### src/rtl/core/bc_pkg.sv
// ----------------------------------------------------------------------------
// Binomial coefficient package
// Shared payload types, widths and the command/status structs that join the
// controller to the datapath.
// ----------------------------------------------------------------------------
package bc_pkg;

    // Field widths
    localparam int N_W      = 6;
    localparam int COEF_W   = 60;
    localparam int PROD_W   = COEF_W + N_W;    // running value times a 6-bit factor
    localparam int REM_W    = N_W;             // divisor never exceeds 32
    localparam int DIV_CYC  = PROD_W / 2;      // two quotient bits per cycle
    localparam int CNT_W    = $clog2(DIV_CYC);

    // Largest set size handled; larger n saturates to this
    localparam logic [N_W-1:0] MAX_N = 6'd63;

    // Input beat
    typedef struct packed {
        logic [N_W-1:0] n_total;
        logic [N_W-1:0] k_chosen;
    } in_t;

    // Result beat
    typedef struct packed {
        logic [COEF_W-1:0] coefficient;
        logic              invalid;
    } out_t;

    // Commands from the controller to the datapath
    typedef struct packed {
        logic load;      // capture a new item and set up the step loop
        logic mul;       // form value * (n+1-i) and start the division
        logic div;       // one radix-4 division iteration
        logic out_load;  // move the finished result into the output register
    } cmd_t;

    // Status from the datapath to the controller
    typedef struct packed {
        logic steps_done;  // step index has passed min(k, n-k)
        logic div_last;    // the current iteration is the final one
    } stat_t;

endpackage

### src/rtl/core/bc_datapath.sv
// ----------------------------------------------------------------------------
// Binomial coefficient datapath
// Holds the running value, the step index and a radix-4 restoring divider
// that divides value * (n+1-i) exactly by i, plus the output register.
// ----------------------------------------------------------------------------
module bc_datapath (
    input  logic          aclk,
    input  logic          aresetn,
    input  bc_pkg::in_t   in_data,
    input  bc_pkg::cmd_t  cmd,
    output bc_pkg::stat_t stat,
    output bc_pkg::out_t  out_data
);

    logic [bc_pkg::N_W-1:0]    n_reg, n_next;
    logic [bc_pkg::N_W-1:0]    steps_reg, steps_next;
    logic [bc_pkg::N_W-1:0]    i_reg, i_next;
    logic                      invalid_reg, invalid_next;
    logic [bc_pkg::COEF_W-1:0] val_reg, val_next;
    logic [bc_pkg::PROD_W-1:0] div_reg, div_next;
    logic [bc_pkg::REM_W-1:0]  rem_reg, rem_next;
    logic [bc_pkg::CNT_W-1:0]  cnt_reg, cnt_next;
    bc_pkg::out_t              out_reg, out_next;

    logic [bc_pkg::N_W-1:0]    n_sat;
    logic [bc_pkg::N_W-1:0]    n_minus_k;
    logic [bc_pkg::N_W:0]      factor_wide;
    logic [bc_pkg::N_W-1:0]    factor;
    logic [bc_pkg::PROD_W-1:0] product;
    logic [bc_pkg::REM_W:0]    trial1, trial2;
    logic [bc_pkg::REM_W-1:0]  rem1, rem2;
    logic                      qbit1, qbit2;

    // Input conditioning: saturate n, then work out the step count
    always_comb begin
        n_sat     = (in_data.n_total > bc_pkg::MAX_N) ? bc_pkg::MAX_N : in_data.n_total;
        n_minus_k = n_sat - in_data.k_chosen;
    end

    // Multiplier: running value times (n + 1 - i)
    always_comb begin
        factor_wide = {1'b0, n_reg} + 7'd1 - {1'b0, i_reg};
        factor      = factor_wide[bc_pkg::N_W-1:0];
        product     = bc_pkg::PROD_W'(val_reg) * bc_pkg::PROD_W'(factor);
    end

    // Two restoring division steps per cycle, dividend shifted out at the top
    always_comb begin
        trial1 = {rem_reg, div_reg[bc_pkg::PROD_W-1]};
        qbit1  = (trial1 >= {1'b0, i_reg});
        rem1   = qbit1 ? bc_pkg::REM_W'(trial1 - {1'b0, i_reg})
                       : trial1[bc_pkg::REM_W-1:0];
        trial2 = {rem1, div_reg[bc_pkg::PROD_W-2]};
        qbit2  = (trial2 >= {1'b0, i_reg});
        rem2   = qbit2 ? bc_pkg::REM_W'(trial2 - {1'b0, i_reg})
                       : trial2[bc_pkg::REM_W-1:0];
    end

    // Next-state logic for the datapath registers
    always_comb begin
        n_next       = n_reg;
        steps_next   = steps_reg;
        i_next       = i_reg;
        invalid_next = invalid_reg;
        val_next     = val_reg;
        div_next     = div_reg;
        rem_next     = rem_reg;
        cnt_next     = cnt_reg;
        out_next     = out_reg;

        if (cmd.load) begin
            n_next       = n_sat;
            invalid_next = (in_data.k_chosen > n_sat);
            if (in_data.k_chosen > n_sat) begin
                steps_next = '0;
            end else if (in_data.k_chosen < n_minus_k) begin
                steps_next = in_data.k_chosen;
            end else begin
                steps_next = n_minus_k;
            end
            i_next   = bc_pkg::N_W'(1);
            val_next = bc_pkg::COEF_W'(1);
        end

        if (cmd.mul) begin
            div_next = product;
            rem_next = '0;
            cnt_next = '0;
        end

        if (cmd.div) begin
            div_next = {div_reg[bc_pkg::PROD_W-3:0], qbit1, qbit2};
            rem_next = rem2;
            cnt_next = cnt_reg + 1'b1;
            // On the final iteration the quotient is the new running value
            if (stat.div_last) begin
                val_next = {div_reg[bc_pkg::COEF_W-3:0], qbit1, qbit2};
                i_next   = i_reg + 1'b1;
            end
        end

        if (cmd.out_load) begin
            out_next.coefficient = invalid_reg ? '0 : val_reg;
            out_next.invalid     = invalid_reg;
        end
    end

    // Payload registers need no reset
    always_ff @(posedge aclk) begin
        n_reg       <= n_next;
        steps_reg   <= steps_next;
        i_reg       <= i_next;
        invalid_reg <= invalid_next;
        val_reg     <= val_next;
        div_reg     <= div_next;
        rem_reg     <= rem_next;
        cnt_reg     <= cnt_next;
        out_reg     <= out_next;
    end

    // Status back to the controller
    assign stat.steps_done = (i_reg > steps_reg);
    assign stat.div_last   = (cnt_reg == bc_pkg::CNT_W'(bc_pkg::DIV_CYC - 1));
    assign out_data        = out_reg;

    // The divisor is never zero while dividing
    a_div_nonzero: assert property (@(posedge aclk) disable iff (!aresetn)
        cmd.div |-> (i_reg != '0))
        else $error("division started with a zero divisor");

    // A multiply is only issued while steps remain
    a_mul_in_range: assert property (@(posedge aclk) disable iff (!aresetn)
        cmd.mul |-> (i_reg <= steps_reg))
        else $error("multiply issued past the last step");

    // Every step divides exactly
    a_exact_div: assert property (@(posedge aclk) disable iff (!aresetn)
        (cmd.div && stat.div_last) |=> (rem_reg == '0))
        else $error("step division left a non-zero remainder");

endmodule

### src/rtl/core/bc_ctrl.sv
// ----------------------------------------------------------------------------
// Binomial coefficient controller
// Sequences load, multiply and divide commands over the step loop and owns
// the handshake flags of both channels.
// ----------------------------------------------------------------------------
module bc_ctrl (
    input  logic          aclk,
    input  logic          aresetn,
    input  logic          s_valid,
    output logic          s_ready,
    output logic          m_valid,
    input  logic          m_ready,
    input  bc_pkg::stat_t stat,
    output bc_pkg::cmd_t  cmd
);

    typedef enum logic [4:0] {
        ST_IDLE  = 5'b00001,
        ST_CHECK = 5'b00010,
        ST_MUL   = 5'b00100,
        ST_DIV   = 5'b01000,
        ST_FIN   = 5'b10000
    } state_t;

    state_t state_reg, state_next;
    logic   m_valid_reg, m_valid_next;

    // Next-state and command decode
    always_comb begin
        state_next   = state_reg;
        cmd          = '0;
        case (state_reg)
            ST_IDLE: begin
                if (s_valid) begin
                    cmd.load   = 1'b1;
                    state_next = ST_CHECK;
                end
            end
            ST_CHECK: begin
                state_next = stat.steps_done ? ST_FIN : ST_MUL;
            end
            ST_MUL: begin
                cmd.mul    = 1'b1;
                state_next = ST_DIV;
            end
            ST_DIV: begin
                cmd.div = 1'b1;
                if (stat.div_last) begin
                    state_next = ST_CHECK;
                end
            end
            ST_FIN: begin
                // Hand over once the output register is free or being emptied
                if (!m_valid_reg || m_ready) begin
                    cmd.out_load = 1'b1;
                    state_next   = ST_IDLE;
                end
            end
            default: begin
                state_next = ST_IDLE;
            end
        endcase
    end

    // Output valid flag
    always_comb begin
        m_valid_next = m_valid_reg;
        if (cmd.out_load) begin
            m_valid_next = 1'b1;
        end else if (m_ready) begin
            m_valid_next = 1'b0;
        end
    end

    always_ff @(posedge aclk) begin
        if (!aresetn) begin
            state_reg   <= ST_IDLE;
            m_valid_reg <= 1'b0;
        end else begin
            state_reg   <= state_next;
            m_valid_reg <= m_valid_next;
        end
    end

    assign s_ready = (state_reg == ST_IDLE);
    assign m_valid = m_valid_reg;

    // A division runs to its final iteration without leaving the state
    a_div_holds: assert property (@(posedge aclk) disable iff (!aresetn)
        (state_reg == ST_DIV && !stat.div_last) |=> (state_reg == ST_DIV))
        else $error("division left early");

    // A result beat stays offered until it is taken
    a_m_valid_holds: assert property (@(posedge aclk) disable iff (!aresetn)
        (m_valid && !m_ready) |=> m_valid)
        else $error("result beat withdrawn before acceptance");

    // At most one command is issued in any cycle
    a_cmd_onehot: assert property (@(posedge aclk) disable iff (!aresetn)
        $onehot0(cmd))
        else $error("more than one datapath command at once");

endmodule

### src/rtl/core/binomial_coefficient_top.sv
// ----------------------------------------------------------------------------
// Binomial coefficient top level
// Returns C(n,k) by the multiplicative rule with an exact division per step.
//
//   Channel  Ports                     Beat
//   input    s_valid s_ready s_data    n_total, k_chosen
//   result   m_valid m_ready m_data    coefficient, invalid
//
// An item passes through the accepting state, a check, min(k, n-k) steps and
// the state that loads the result register. Each step is one multiply state,
// the radix-4 divider over the 66-bit product, and one check state.
// One item is in flight at a time; a new one is accepted while the previous
// result waits in the output register. A finished item whose result cannot
// move on waits in the last state and holds off the input until then.
// Reset is synchronous and active low; it empties the output register.
// ----------------------------------------------------------------------------
module binomial_coefficient_top (
    input  logic         aclk,
    input  logic         aresetn,
    input  logic         s_valid,
    output logic         s_ready,
    input  bc_pkg::in_t  s_data,
    output logic         m_valid,
    input  logic         m_ready,
    output bc_pkg::out_t m_data
);

    bc_pkg::cmd_t  cmd;
    bc_pkg::stat_t stat;

    // Sequencer
    bc_ctrl u_ctrl (
        .aclk    (aclk),
        .aresetn (aresetn),
        .s_valid (s_valid),
        .s_ready (s_ready),
        .m_valid (m_valid),
        .m_ready (m_ready),
        .stat    (stat),
        .cmd     (cmd)
    );

    // Arithmetic and result register
    bc_datapath u_datapath (
        .aclk     (aclk),
        .aresetn  (aresetn),
        .in_data  (s_data),
        .cmd      (cmd),
        .stat     (stat),
        .out_data (m_data)
    );

endmodule
### config.mk
export PLATFORM = sky130hd
export DESIGN_NAME = binomial_coefficient_top
export DESIGN_NICKNAME = d
export VERILOG_FILES = /design/src/rtl/core/bc_pkg.sv /design/src/rtl/core/bc_datapath.sv /design/src/rtl/core/bc_ctrl.sv /design/src/rtl/core/binomial_coefficient_top.sv
export SDC_FILE = /design/constraint.sdc
export NUM_CORES = 1
export LEC_CHECK = 0
export ABC_AREA = 0
export BUFFER_PORTS_ARGS = -buffer_cell sky130_fd_sc_hd__buf_2
export CAP_MARGIN = 20
export CORE_MARGIN = 3
export CORE_UTILIZATION = 40
export DETAILED_ROUTE_END_ITERATION = 16
export GPL_ROUTABILITY_DRIVEN = 1
export SYNTH_ARGS = -nofsm -noshare
export SYNTH_HDL_FRONTEND = slang
export SYNTH_HIERARCHICAL = 1
export SYNTH_SLANG_ARGS = --single-unit
### constraint.sdc
create_clock -name aclk -period 14.1 [get_ports aclk]
set_clock_uncertainty 0.05 [all_clocks]
set_input_delay 1.41 -clock aclk [delete_from_list [all_inputs] [get_ports aclk]]
set_output_delay 1.41 -clock aclk [all_outputs]
set_load 0.02 [all_outputs]
==> results of run 1 <==
power breakdown:
group	switching, mW	internal (mW)	total, mW	leakage (nW)
logic	0.121	0.0451	0.166	6.99
registers	0.00339	0.703	0.706	1.97
clock network	0.305	0.517	0.822	0.513
total	0.430	1.27	1.70	9.47
kinds of logic (layout without fill, tap and decap cells):
group,count (synthesis),after routing,share of synthesized area
AO/OA/AOI/OAI,347,347,0.103
XOR/XNOR,78,78,0.0319
adder cells (fa/ha/maj),353,353,0.289
buffers and inverters,417,445,0.0742
flip-flops,224,224,0.280
multiplexers,9,9,0.00461
AND/OR/NAND/NOR,929,929,0.217
cell type report:
| type | count | area, um2 |
|---|---|---|
| Fill cell | 5054 | 29300 |
| Multi-Input combinational cell | 1716 | 13900 |
| Sequential cell | 224 | 6010 |
| Inverter | 296 | 1110 |
| Clock buffer | 44 | 875 |
| Tap cell | 688 | 861 |
| Timing Repair Buffer | 93 | 523 |
| Clock inverter | 12 | 188 |
layout by cell type (no fill, tap or decap), types with 14 or more instances in the layout:
cell type | Yosys | layout
sky130_fd_sc_hd__a21o_1 | 47 | 47
sky130_fd_sc_hd__a21oi_1 | 90 | 90
sky130_fd_sc_hd__and2_1 | 186 | 184
sky130_fd_sc_hd__buf_2 | 8 | 78
sky130_fd_sc_hd__buf_4 | 4 | 14
sky130_fd_sc_hd__clkbuf_16 | 0 | 31
sky130_fd_sc_hd__dfxtp_1 | 72 | 72
sky130_fd_sc_hd__edfxtp_1 | 152 | 152
sky130_fd_sc_hd__fa_1 | 237 | 236
sky130_fd_sc_hd__ha_1 | 116 | 114
sky130_fd_sc_hd__inv_1 | 295 | 295
sky130_fd_sc_hd__nand2_1 | 417 | 416
sky130_fd_sc_hd__nand3_1 | 27 | 27
sky130_fd_sc_hd__nand3b_1 | 62 | 62
sky130_fd_sc_hd__nand4_1 | 27 | 27
sky130_fd_sc_hd__nor2_1 | 73 | 72
sky130_fd_sc_hd__nor2b_1 | 75 | 75
sky130_fd_sc_hd__nor3_1 | 14 | 14
sky130_fd_sc_hd__o21ai_0 | 96 | 96
sky130_fd_sc_hd__xnor2_1 | 45 | 43
sky130_fd_sc_hd__xor2_1 | 33 | 32
worst max path at each step:
stage,cells after the start,end,slack (ns),from
after CTS,25,u_datapath/div_reg[65],6.63,u_datapath/i_reg[0]
after global placement,25,u_datapath/div_reg[65],6.80,u_datapath/i_reg[0]
after detailed placement,25,u_datapath/div_reg[65],6.66,u_datapath/i_reg[0]
final,25,u_datapath/div_reg[65],6.63,u_datapath/i_reg[0]
after global routing,25,u_datapath/div_reg[65],6.22,u_datapath/i_reg[0]
after floorplan,25,u_datapath/div_reg[38],7.77,u_datapath/i_reg[0]
routing by layer:
| metal | GRT usage | vias up | share of wire |
|---|---|---|---|
| met5 | 0 | - | 0 |
| met4 | 0.0564 | 0 | 0.028 |
| met3 | 0.0249 | 107 | 0.047 |
| met2 | 0.317 | 387 | 0.46 |
| met1 | 0.266 | 8147 | 0.46 |
| li1 | - | 7657 | - |
per-stage QoR:
stage	instances	worst slack (ns)	util	power, mW
3_3_place_gp	3016	6.80	0.424	0.883
2_1_floorplan	2357	7.77	-	0.827
6_report	3073	6.63	0.445	1.70
5_1_grt	3073	6.22	0.445	1.76
3_5_place_dp	3016	6.66	0.424	0.886
4_1_cts	3072	6.63	0.444	1.72
worst min-delay path, stage by stage, from the launching register on:
cell	delay, ns
sky130_fd_sc_hd__edfxtp_1	0.34
sky130_fd_sc_hd__nand2_1	0.05
sky130_fd_sc_hd__nand2_1	0.05
==> out/summary.txt, run 1 <==
flop-to-flop setup slack - 6.63 ns
Port Buffers - 78
first-pass iteration count of the detailed router - 7
area of all placed cells without fillers - 23500 um2
vias per inst - 5.30
final wirelength - 53000 um
final weighted congestion of routability-driven global placement - 0.892
R2R Path Start - u_datapath/i_reg[0]
area leader, netlist - sky130_fd_sc_hd__fa_1
total number of vias - 16300
arrival time worst endpoint - 7.71 ns
average cell area after synthesis - 9.10 um2
power per cell area - 72.2 nW/um2
drt drc - 0
Die ar. - 56400 um2
horizontal extent of the die - 238 um
number of synthesized flops with an enable pin - 152
count of nets left with antenna violations after detail routing - 0
Worst Path Class, Setup - reg2reg
Area after DPL - 22400 um2
number of antenna violations at the first check in global routing - 0
Max FO, Critical Path - 60
reported max-cap violation count - 0
Floorplan Core Area - 52800 um2
Final min period - 7.47 ns
site row count - 84
clock slew at the register clock pins of the worst setup and hold paths - 0.06 ns
number of post-CTS setup repair buffers - 0
largest stage delay on the critical path - 0.51 ns
vertical die dimension - 238 um
violation count after the first detailed-route iteration - 1032
most common cell in the synthesized netlist - sky130_fd_sc_hd__nand2_1
H-tree Lvls - 1
CP max-delay cell - sky130_fd_sc_hd__a211oi_1
maximum number of pins on one net before global-route repair - 84
length in cells of the worst reg-to-reg path - 25
status - finished, final reports clean
Worst Hold Launch - u_datapath/div_reg[1]
type of element capturing the critical path - register
# nets final - 2730
first-pass GRT wire length - 89100 um
clock latency on the worst-skew pair - 0.58 ns
critical path's top delay family - adder cells
post-route clock period utilization - 0.529
vias in the first global route - 17100
top flip-flop cell by instance count after synthesis - sky130_fd_sc_hd__edfxtp_1
yosys warns - 6
count of pins on the block boundary - 79
Overall Global Routing Usage - 0.192
summed instance area of the synthesized netlist - 21400 um2
summed negative setup slack over all endpoints - 0 ns
relative slew slack - 0.297
flip-flop count of the largest register, all copies and words added - 66
Post-Syn Instances - 2357
number of buffer and inverter stages on the critical path - 4
top post-synthesis cells by count - sky130_fd_sc_hd__nand2_1, sky130_fd_sc_hd__inv_1, sky130_fd_sc_hd__fa_1
startpoint type of the worst setup path - register
register area share after synthesis - 0.280
leakage - 9.47 nW
# setup viols final - 0
count of cell types in the netlist - 80
drt wl/cell - 17.3 um
number of sinks driven by the clock tree - 224
grt ovf - 0
worst hold slack - 0.411 ns
reg-to-reg critical path endpoint - u_datapath/div_reg[65]
synthesized net count - 2726
clock buffers created by TritonCTS - 30
antenna diode instance count - 0
Fin. Hold Viols - 0
max-slew violations - 0
post_cts resized - 0
terminating pin of the worst hold path - u_datapath/val_reg[3]
upper clock frequency limit - 0.134 GHz
number of cells on the worst hold path - 2
hold buffer count at CTS - 0
buffer depth of the longest clock path - 3
post-synthesis register bit count - 224
area share of the leading cell type in the synthesized netlist - 0.221
share of final-layout standard cells stronger than drive strength 1 - 0.0746
Worst IR Drop VDD - 76.0 uV
setup repair after global routing missed its margin - no
area added between synthesis and finish - 9.48%
async set or reset register ratio after synthesis - 0
total half-perimeter wirelength after legalization and detailed placement - 37400 um
Area contributors post-synth - sky130_fd_sc_hd__fa_1, sky130_fd_sc_hd__edfxtp_1, sky130_fd_sc_hd__nand2_1, sky130_fd_sc_hd__ha_1, sky130_fd_sc_hd__dfxtp_1
initial standard-cell utilization of the core - 0.406
Crit path required time - 14.34 ns
master cell of the clock root buffer - sky130_fd_sc_hd__clkbuf_16
slew at the pin closest to its max-slew limit - 1.05 ns
Min-Delay Path Class - reg2reg
TritonCTS clock tree - built
Power figures use the tool's default switching activity.
==> run 2: changes to the inputs <==
- ABC_AREA: 0 -> 1
- clock period: 14.1 -> 7.15 ns (I/O delays scaled with it)
==> out/summary.txt, run 2 <==
summed instance area of the synthesized netlist - 22700 um2 (was 21400 um2)
final setup margin - 0.376 ns (was 6.63 ns)
GR met2 Demand/Resource - 0.371 (was 0.317)
grt ovf - 0 (unchanged)
master cell of the clock root buffer - sky130_fd_sc_hd__clkbuf_16 (unchanged)
H-tree Lvls - 1 (unchanged)
top flip-flop cell by instance count after synthesis - sky130_fd_sc_hd__edfxtp_1 (unchanged)
length in cells of the worst reg-to-reg path - 25 (unchanged)
site row count - 86 (was 84)
area added between synthesis and finish - 10.4% (was 9.48%)
TritonCTS clock tree - built (unchanged)
relative slew slack - 0.304 (was 0.297)
count of cell types in the netlist - 43 (was 80)
summed negative setup slack over all endpoints - 0 ns (unchanged)
Max FO, Critical Path - 30 (was 60)
worst slack, placed - 0.576 ns (was 6.66 ns)
Area contributors post-synth - sky130_fd_sc_hd__fa_1, sky130_fd_sc_hd__edfxtp_1, sky130_fd_sc_hd__nand2_1, sky130_fd_sc_hd__inv_1, sky130_fd_sc_hd__ha_1 (was sky130_fd_sc_hd__fa_1, sky130_fd_sc_hd__edfxtp_1, sky130_fd_sc_hd__nand2_1, sky130_fd_sc_hd__ha_1, sky130_fd_sc_hd__dfxtp_1)
destination of the critical timing path - u_datapath/div_reg[60] (was u_datapath/div_reg[65])
violation count after the first detailed-route iteration - 1338 (was 1032)
layer with the highest usage - met2 (unchanged)
filler-free cell count of the finished design - 3940 (was 3073)
initial standard-cell utilization of the core - 0.408 (was 0.406)
hold buffer count at CTS - 0 (unchanged)
vertical die dimension - 244 um (was 238 um)
maximum number of pins on one net before global-route repair - 65 (was 84)
horizontal extent of the die - 244 um (was 238 um)
post_cts resized - 0 (unchanged)
flip-flop count of the largest register, all copies and words added - 66 (unchanged)
Port Buffers - 78 (unchanged)
final wirelength - 66600 um (was 53000 um)
startpoint type of the worst setup path - register (unchanged)
total half-perimeter wirelength after legalization and detailed placement - 52700 um (was 37400 um)
number of sinks driven by the clock tree - 224 (unchanged)
clock buffers created by TritonCTS - 30 (unchanged)
buffer depth of the longest clock path - 3 (unchanged)
Post-Place Cells - 3884 (was 3016)
synthesized net count - 3490 (was 2726)
Crit path required time - 7.45 ns (was 14.34 ns)
flop-to-flop setup slack - 0.38 ns (was 6.63 ns)
most frequent cells in the layout - sky130_fd_sc_hd__nand2_1, sky130_fd_sc_hd__inv_1, sky130_fd_sc_hd__nor2_1, sky130_fd_sc_hd__fa_1, sky130_fd_sc_hd__edfxtp_1 (was sky130_fd_sc_hd__nand2_1, sky130_fd_sc_hd__inv_1, sky130_fd_sc_hd__fa_1, sky130_fd_sc_hd__and2_1, sky130_fd_sc_hd__edfxtp_1)
average cell area after synthesis - 7.28 um2 (was 9.10 um2)
drt wl/cell - 16.9 um (was 17.3 um)
status - finished, final reports clean (unchanged)
power per cell area - 152 nW/um2 (was 72.2 nW/um2)
Final Util - 0.451 (was 0.445)
drt drc - 0 (unchanged)
Fin. Hold Viols - 0 (unchanged)
share of final-layout standard cells stronger than drive strength 1 - 0.0598 (was 0.0746)
reported max-cap violation count - 0 (unchanged)
total number of vias - 19100 (was 16300)
async set or reset register ratio after synthesis - 0 (unchanged)
vias in the first global route - 19100 (was 17100)
number of antenna violations at the first check in global routing - 1 (was 0)
# setup viols final - 0 (unchanged)
vias per inst - 4.85 (was 5.30)
Die ar. - 59700 um2 (was 56400 um2)
count of nets left with antenna violations after detail routing - 0 (unchanged)
antenna diode instance count - 0 (unchanged)
yosys warns - 6 (unchanged)
post-synthesis register bit count - 224 (unchanged)
reg-to-reg critical path endpoint - u_datapath/div_reg[60] (was u_datapath/div_reg[65])
number of synthesized flops with an enable pin - 152 (unchanged)
first-pass GRT wire length - 107000 um (was 89100 um)
top post-synthesis cells by count - sky130_fd_sc_hd__nand2_1, sky130_fd_sc_hd__inv_1, sky130_fd_sc_hd__nor2_1 (was sky130_fd_sc_hd__nand2_1, sky130_fd_sc_hd__inv_1, sky130_fd_sc_hd__fa_1)
slew at the pin closest to its max-slew limit - 1.04 ns (was 1.05 ns)
Worst IR Drop VDD - 174 uV (was 76.0 uV)
Overall Global Routing Usage - 0.228 (was 0.192)
type of element capturing the critical path - register (unchanged)
max-slew violations - 0 (unchanged)
Min-Delay Path Class - in2reg (was reg2reg)
clock slew at the register clock pins of the worst setup and hold paths - 0.06 ns (about the same)
# nets final - 3537 (was 2730)
final weighted congestion of routability-driven global placement - 1.00 (was 0.892)
commonest non-fill, non-tap cell in the layout - sky130_fd_sc_hd__nand2_1 (unchanged)
most common cell in the synthesized netlist - sky130_fd_sc_hd__nand2_1 (unchanged)
first-pass iteration count of the detailed router - 7 (unchanged)
arrival time worst endpoint - 7.08 ns (was 7.71 ns)
leakage - 11.9 nW (was 9.47 nW)
area leader, netlist - sky130_fd_sc_hd__fa_1 (unchanged)
clock latency on the worst-skew pair - 0.60 ns (was 0.58 ns)
post-route clock period utilization - 0.947 (was 0.529)
Worst Path Class, Setup - reg2reg (unchanged)
Final min period - 6.77 ns (was 7.47 ns)
met1 GRT Util - 0.319 (was 0.266)
register area share after synthesis - 0.264 (was 0.280)
number of post-CTS setup repair buffers - 0 (unchanged)
R2R Path Start - u_datapath/i_reg[0] (unchanged)
Floorplan Core Area - 55600 um2 (was 52800 um2)
beginning of the critical path - u_datapath/i_reg[0] (unchanged)
count of pins on the block boundary - 79 (unchanged)
Post-Syn Instances - 3121 (was 2357)
global routing met3 resource utilization - 0.0297 (was 0.0249)
setup repair after global routing missed its margin - no (unchanged)
area share of the leading cell type in the synthesized netlist - 0.209 (was 0.221)
upper clock frequency limit - 0.148 GHz (was 0.134 GHz)
-- run 2: cell count changes after synthesis, moves of 47 or more --
cell                       change
sky130_fd_sc_hd__nor2b_1      -75
sky130_fd_sc_hd__nand3b_1     -56
sky130_fd_sc_hd__nand3_1      +85
sky130_fd_sc_hd__and2_1      -181
sky130_fd_sc_hd__clkbuf_1     -47
sky130_fd_sc_hd__o22ai_1      +54
sky130_fd_sc_hd__nor2_1      +280
sky130_fd_sc_hd__inv_1       +434
sky130_fd_sc_hd__nand2_1     +525
-- run 2: power by group --
part           switching (mW)  internal, mW
clock                   0.649          1.18
combinational           0.453         0.130
sequential            0.00924          1.40
-- run 2: kinds of logic after synthesis --
family	Yosys count	synth area share
simple gates	1482	0.260
buf+inv	816	0.137
fa+ha+maj	353	0.273
flops	224	0.264
compound gates	212	0.0529
xor+xnor	34	0.0131
-- run 2: layout make-up --
cell class	count	area, um2
sequential	224	6010
clock inverter	21	393
tap	748	936
inverter	732	2750
timing repair buffer	99	561
multi-input combinational	2081	13600
clock buffer	35	791
fill	5870	30500
-- run 2: per-stage QoR --
step	instance area, um2	hold WS [ns]	power [mW]
3_3_place_gp	23900	0.390	2.01
4_1_cts	25100	0.234	3.86
6_report	25100	0.262	3.82
3_5_place_dp	23900	0.389	2.02
2_1_floorplan	22700	0.374	1.81
5_1_grt	25100	0.251	3.97
-- run 2: routing by layer --
metal,wire (um),up-vias
met5,81,-
met4,1830,2
met3,4020,92
met2,30200,500
met1,30400,9067
li1,-,9464
-- run 2: worst min path at each step --
stage,end,slack [ns],depth (start not counted),startpoint
finish,u_datapath/n_reg[3],0.26,1,s_data[9]
global route,u_datapath/n_reg[3],0.25,1,s_data[9]
CTS,u_datapath/n_reg[3],0.23,1,s_data[9]
detailed placement,u_datapath/out_data[0],0.39,0,u_datapath/invalid_reg
global placement,u_datapath/out_data[0],0.39,0,u_datapath/invalid_reg
floorplan,u_datapath/out_data[0],0.37,0,u_datapath/invalid_reg
-- run 2: worst max-delay path, stage by stage (launching register included) --
cell,delay [ns]
sky130_fd_sc_hd__dfxtp_1,0.43
sky130_fd_sc_hd__inv_1,0.11
sky130_fd_sc_hd__ha_2,0.18
sky130_fd_sc_hd__ha_2,0.19
sky130_fd_sc_hd__fa_2,0.41
sky130_fd_sc_hd__xor2_1,0.84
sky130_fd_sc_hd__inv_2,0.29
sky130_fd_sc_hd__buf_4,0.34
sky130_fd_sc_hd__nor2_1,0.21
sky130_fd_sc_hd__fa_1,0.42
sky130_fd_sc_hd__inv_1,0.08
sky130_fd_sc_hd__fa_1,0.42
sky130_fd_sc_hd__fa_1,0.49
sky130_fd_sc_hd__inv_1,0.04
sky130_fd_sc_hd__ha_1,0.35
sky130_fd_sc_hd__nand2_1,0.12
sky130_fd_sc_hd__nor2_1,0.30
sky130_fd_sc_hd__nand2_1,0.23
sky130_fd_sc_hd__nor2_1,0.15
sky130_fd_sc_hd__nand2_1,0.08
sky130_fd_sc_hd__nand2_1,0.32
sky130_fd_sc_hd__nand2_1,0.16
sky130_fd_sc_hd__nand2_1,0.09
sky130_fd_sc_hd__nand2_1,0.05
sky130_fd_sc_hd__nand3_1,0.07
sky130_fd_sc_hd__nand2_1,0.07
==> run 3: changes to the inputs <==
- clock period: 7.15 -> 6.7 ns (I/O delays scaled with it)
==> out/summary.txt, run 3 (synthesis gave the netlist of run 2 again) <==
R2R Path Start - u_datapath/i_reg[0] (unchanged)
Tot Pwr - 3.84 mW (was 3.82 mW)
Max FO, Critical Path - 31 (was 30)
setup repair after global routing missed its margin - no (unchanged)
Crit path required time - 6.92 ns (was 7.45 ns)
vias in the first global route - 19200 (was 19100)
number of post-CTS setup repair buffers - 0 (unchanged)
initial standard-cell utilization of the core - 0.408 (unchanged)
combinational power share - 0.169 (was 0.152)
switching part of the total power - 0.302 (was 0.290)
reported max-cap violation count - 0 (unchanged)
total net switching power - 1.16 mW (was 1.11 mW)
type of element capturing the critical path - register (unchanged)
final setup margin - 0.298 ns (was 0.376 ns)
relative slew slack - 0.366 (was 0.304)
status - finished, final reports clean (unchanged)
count of pins on the block boundary - 79 (unchanged)
# setup viols final - 0 (unchanged)
total half-perimeter wirelength after legalization and detailed placement - 51800 um (was 52700 um)
commonest non-fill, non-tap cell in the layout - sky130_fd_sc_hd__nand2_1 (unchanged)
Overall Global Routing Usage - 0.224 (was 0.228)
antenna diode instance count - 0 (unchanged)
clock buffers created by TritonCTS - 30 (unchanged)
portion of total power attributed to sequential cells - 0.391 (was 0.368)
post-route clock period utilization - 0.956 (was 0.947)
Final min period - 6.40 ns (was 6.77 ns)
count of nets left with antenna violations after detail routing - 0 (unchanged)
vertical die dimension - 244 um (unchanged)
slew at the pin closest to its max-slew limit - 0.951 ns (was 1.04 ns)
maximum number of pins on one net before global-route repair - 65 (unchanged)
violation count after the first detailed-route iteration - 1310 (was 1338)
area of all placed cells without fillers - 25000 um2 (was 25100 um2)
final wirelength - 66300 um (was 66600 um)
upper clock frequency limit - 0.156 GHz (was 0.148 GHz)
flip-flop count of the largest register, all copies and words added - 66 (unchanged)
hold buffer count at CTS - 0 (unchanged)
post_cts resized - 0 (unchanged)
flop-to-flop setup slack - 0.30 ns (was 0.38 ns)
area added between synthesis and finish - 10.2% (was 10.4%)
Fin. Hold Viols - 0 (unchanged)
length in cells of the worst reg-to-reg path - 22 (was 25)
summed negative setup slack over all endpoints - 0 ns (unchanged)
drt wl/cell - 16.8 um (was 16.9 um)
number of antenna violations at the first check in global routing - 0 (was 1)
part of the total power dissipated in the clock network - 0.440 (was 0.479)
first-pass iteration count of the detailed router - 5 (was 7)
leakage - 11.9 nW (about the same)
buffer depth of the longest clock path - 3 (unchanged)
worst hold slack - 0.234 ns (was 0.262 ns)
filler-free cell count of the finished design - 3949 (was 3940)
horizontal extent of the die - 244 um (unchanged)
# nets final - 3546 (was 3537)
first-pass GRT wire length - 106000 um (was 107000 um)
power per cell area - 153 nW/um2 (was 152 nW/um2)
beginning of the critical path - u_datapath/i_reg[0] (unchanged)
share of final-layout standard cells stronger than drive strength 1 - 0.0628 (was 0.0598)
site row count - 86 (unchanged)
clock latency on the worst-skew pair - 0.59 ns (was 0.60 ns)
Die ar. - 59700 um2 (unchanged)
number of sinks driven by the clock tree - 224 (unchanged)
Floorplan Core Area - 55600 um2 (unchanged)
Min-Delay Path Class - in2reg (unchanged)
Worst IR Drop VDD - 170 uV (was 174 uV)
arrival time worst endpoint - 6.62 ns (was 7.08 ns)
Worst Path Class, Setup - reg2reg (unchanged)
drt drc - 0 (unchanged)
Area after DPL - 24000 um2 (was 23900 um2)
worst slack, placed - 0.352 ns (was 0.576 ns)
startpoint type of the worst setup path - register (unchanged)
grt ovf - 0 (unchanged)
max-slew violations - 0 (unchanged)
most frequent cells in the layout - sky130_fd_sc_hd__nand2_1, sky130_fd_sc_hd__inv_1, sky130_fd_sc_hd__nor2_1, sky130_fd_sc_hd__fa_1, sky130_fd_sc_hd__edfxtp_1 (unchanged)
final weighted congestion of routability-driven global placement - 0.999 (was 1.00)
reg-to-reg critical path endpoint - u_datapath/div_reg[27] (was u_datapath/div_reg[60])
Post-Place Cells - 3893 (was 3884)
vias per inst - 4.89 (was 4.85)
Port Buffers - 78 (unchanged)
master cell of the clock root buffer - sky130_fd_sc_hd__clkbuf_16 (unchanged)
H-tree Lvls - 1 (unchanged)
TritonCTS clock tree - built (unchanged)
total number of vias - 19300 (was 19100)
destination of the critical timing path - u_datapath/div_reg[27] (was u_datapath/div_reg[60])
internal power - 2.68 mW (was 2.71 mW)
clock slew at the register clock pins of the worst setup and hold paths - 0.06 ns (about the same)
Final Util - 0.450 (was 0.451)
==> run 3: cell types whose count changed in the layout (fill, tap and decap cells not counted), sizes merged <==
cell,delta
buf,+9
bufinv,-10
clkinv,-3
clkbuf,+13
==> run 3: per-layer routing <==
| metal | routed length (um) | GRT usage | share of wire |
|---|---|---|---|
| met1 | 30900 | 0.315 | 0.47 |
| met2 | 30500 | 0.374 | 0.46 |
| met3 | 3220 | 0.0220 | 0.049 |
| met4 | 1660 | 0.0547 | 0.025 |
| met5 | 0 | 0 | 0 |
==> run 3: area by class of cell <==
type | instances | area, um2
clock inverters | 8 | 70.1
clock buffers | 48 | 972
flip-flops and latches | 224 | 6010
fillers | 5825 | 30600
multi-input cells | 2081 | 13600
repair buffers | 108 | 666
inverters | 732 | 2750
well taps | 748 | 936
==> run 3: worst min-delay path by stage <==
stage / startpoint / end / slack, ns / depth (start not counted)
after global routing: s_data[11] / u_datapath/n_reg[5] / 0.21 / 1
after global placement: u_datapath/i_reg[3] / u_datapath/i_reg[3] / 0.44 / 1
after floorplan: u_datapath/invalid_reg / u_datapath/out_data[0] / 0.37 / 0
after CTS: s_data[11] / u_datapath/n_reg[5] / 0.21 / 1
after detailed placement: u_datapath/i_reg[3] / u_datapath/i_reg[3] / 0.46 / 1
final: s_data[11] / u_datapath/n_reg[5] / 0.23 / 1
==> run 3: power by group through the flow <==
stage / clock network (mW) / registers (mW) / logic [mW]
floorplan: 0 / 1.53 / 0.400
global placement: 0 / 1.53 / 0.642
detailed placement: 0 / 1.53 / 0.645
CTS: 1.74 / 1.50 / 0.656
global route: 1.80 / 1.50 / 0.705
finish: 1.69 / 1.50 / 0.648
==> run 3: worst max-delay path, cell delays in order, from the launching register on <==
cell                      delay, ns
sky130_fd_sc_hd__dfxtp_1       0.43
sky130_fd_sc_hd__inv_1         0.12
sky130_fd_sc_hd__ha_2          0.18
sky130_fd_sc_hd__ha_2          0.20
sky130_fd_sc_hd__fa_2          0.41
sky130_fd_sc_hd__a31oi_1       0.37
sky130_fd_sc_hd__xor2_4        0.31
sky130_fd_sc_hd__buf_12        0.23
sky130_fd_sc_hd__nor2_1        0.09
sky130_fd_sc_hd__fa_1          0.53
sky130_fd_sc_hd__inv_1         0.06
sky130_fd_sc_hd__fa_1          0.50
sky130_fd_sc_hd__fa_1          0.55
sky130_fd_sc_hd__inv_1         0.04
sky130_fd_sc_hd__ha_1          0.38
sky130_fd_sc_hd__nand2_1       0.12
sky130_fd_sc_hd__nand3_1       0.28
sky130_fd_sc_hd__nand2_1       0.14
sky130_fd_sc_hd__nand2_1       0.21
sky130_fd_sc_hd__nand2_1       0.12
sky130_fd_sc_hd__nand3_1       0.24
sky130_fd_sc_hd__xnor2_1       0.33
sky130_fd_sc_hd__o21ai_0       0.14
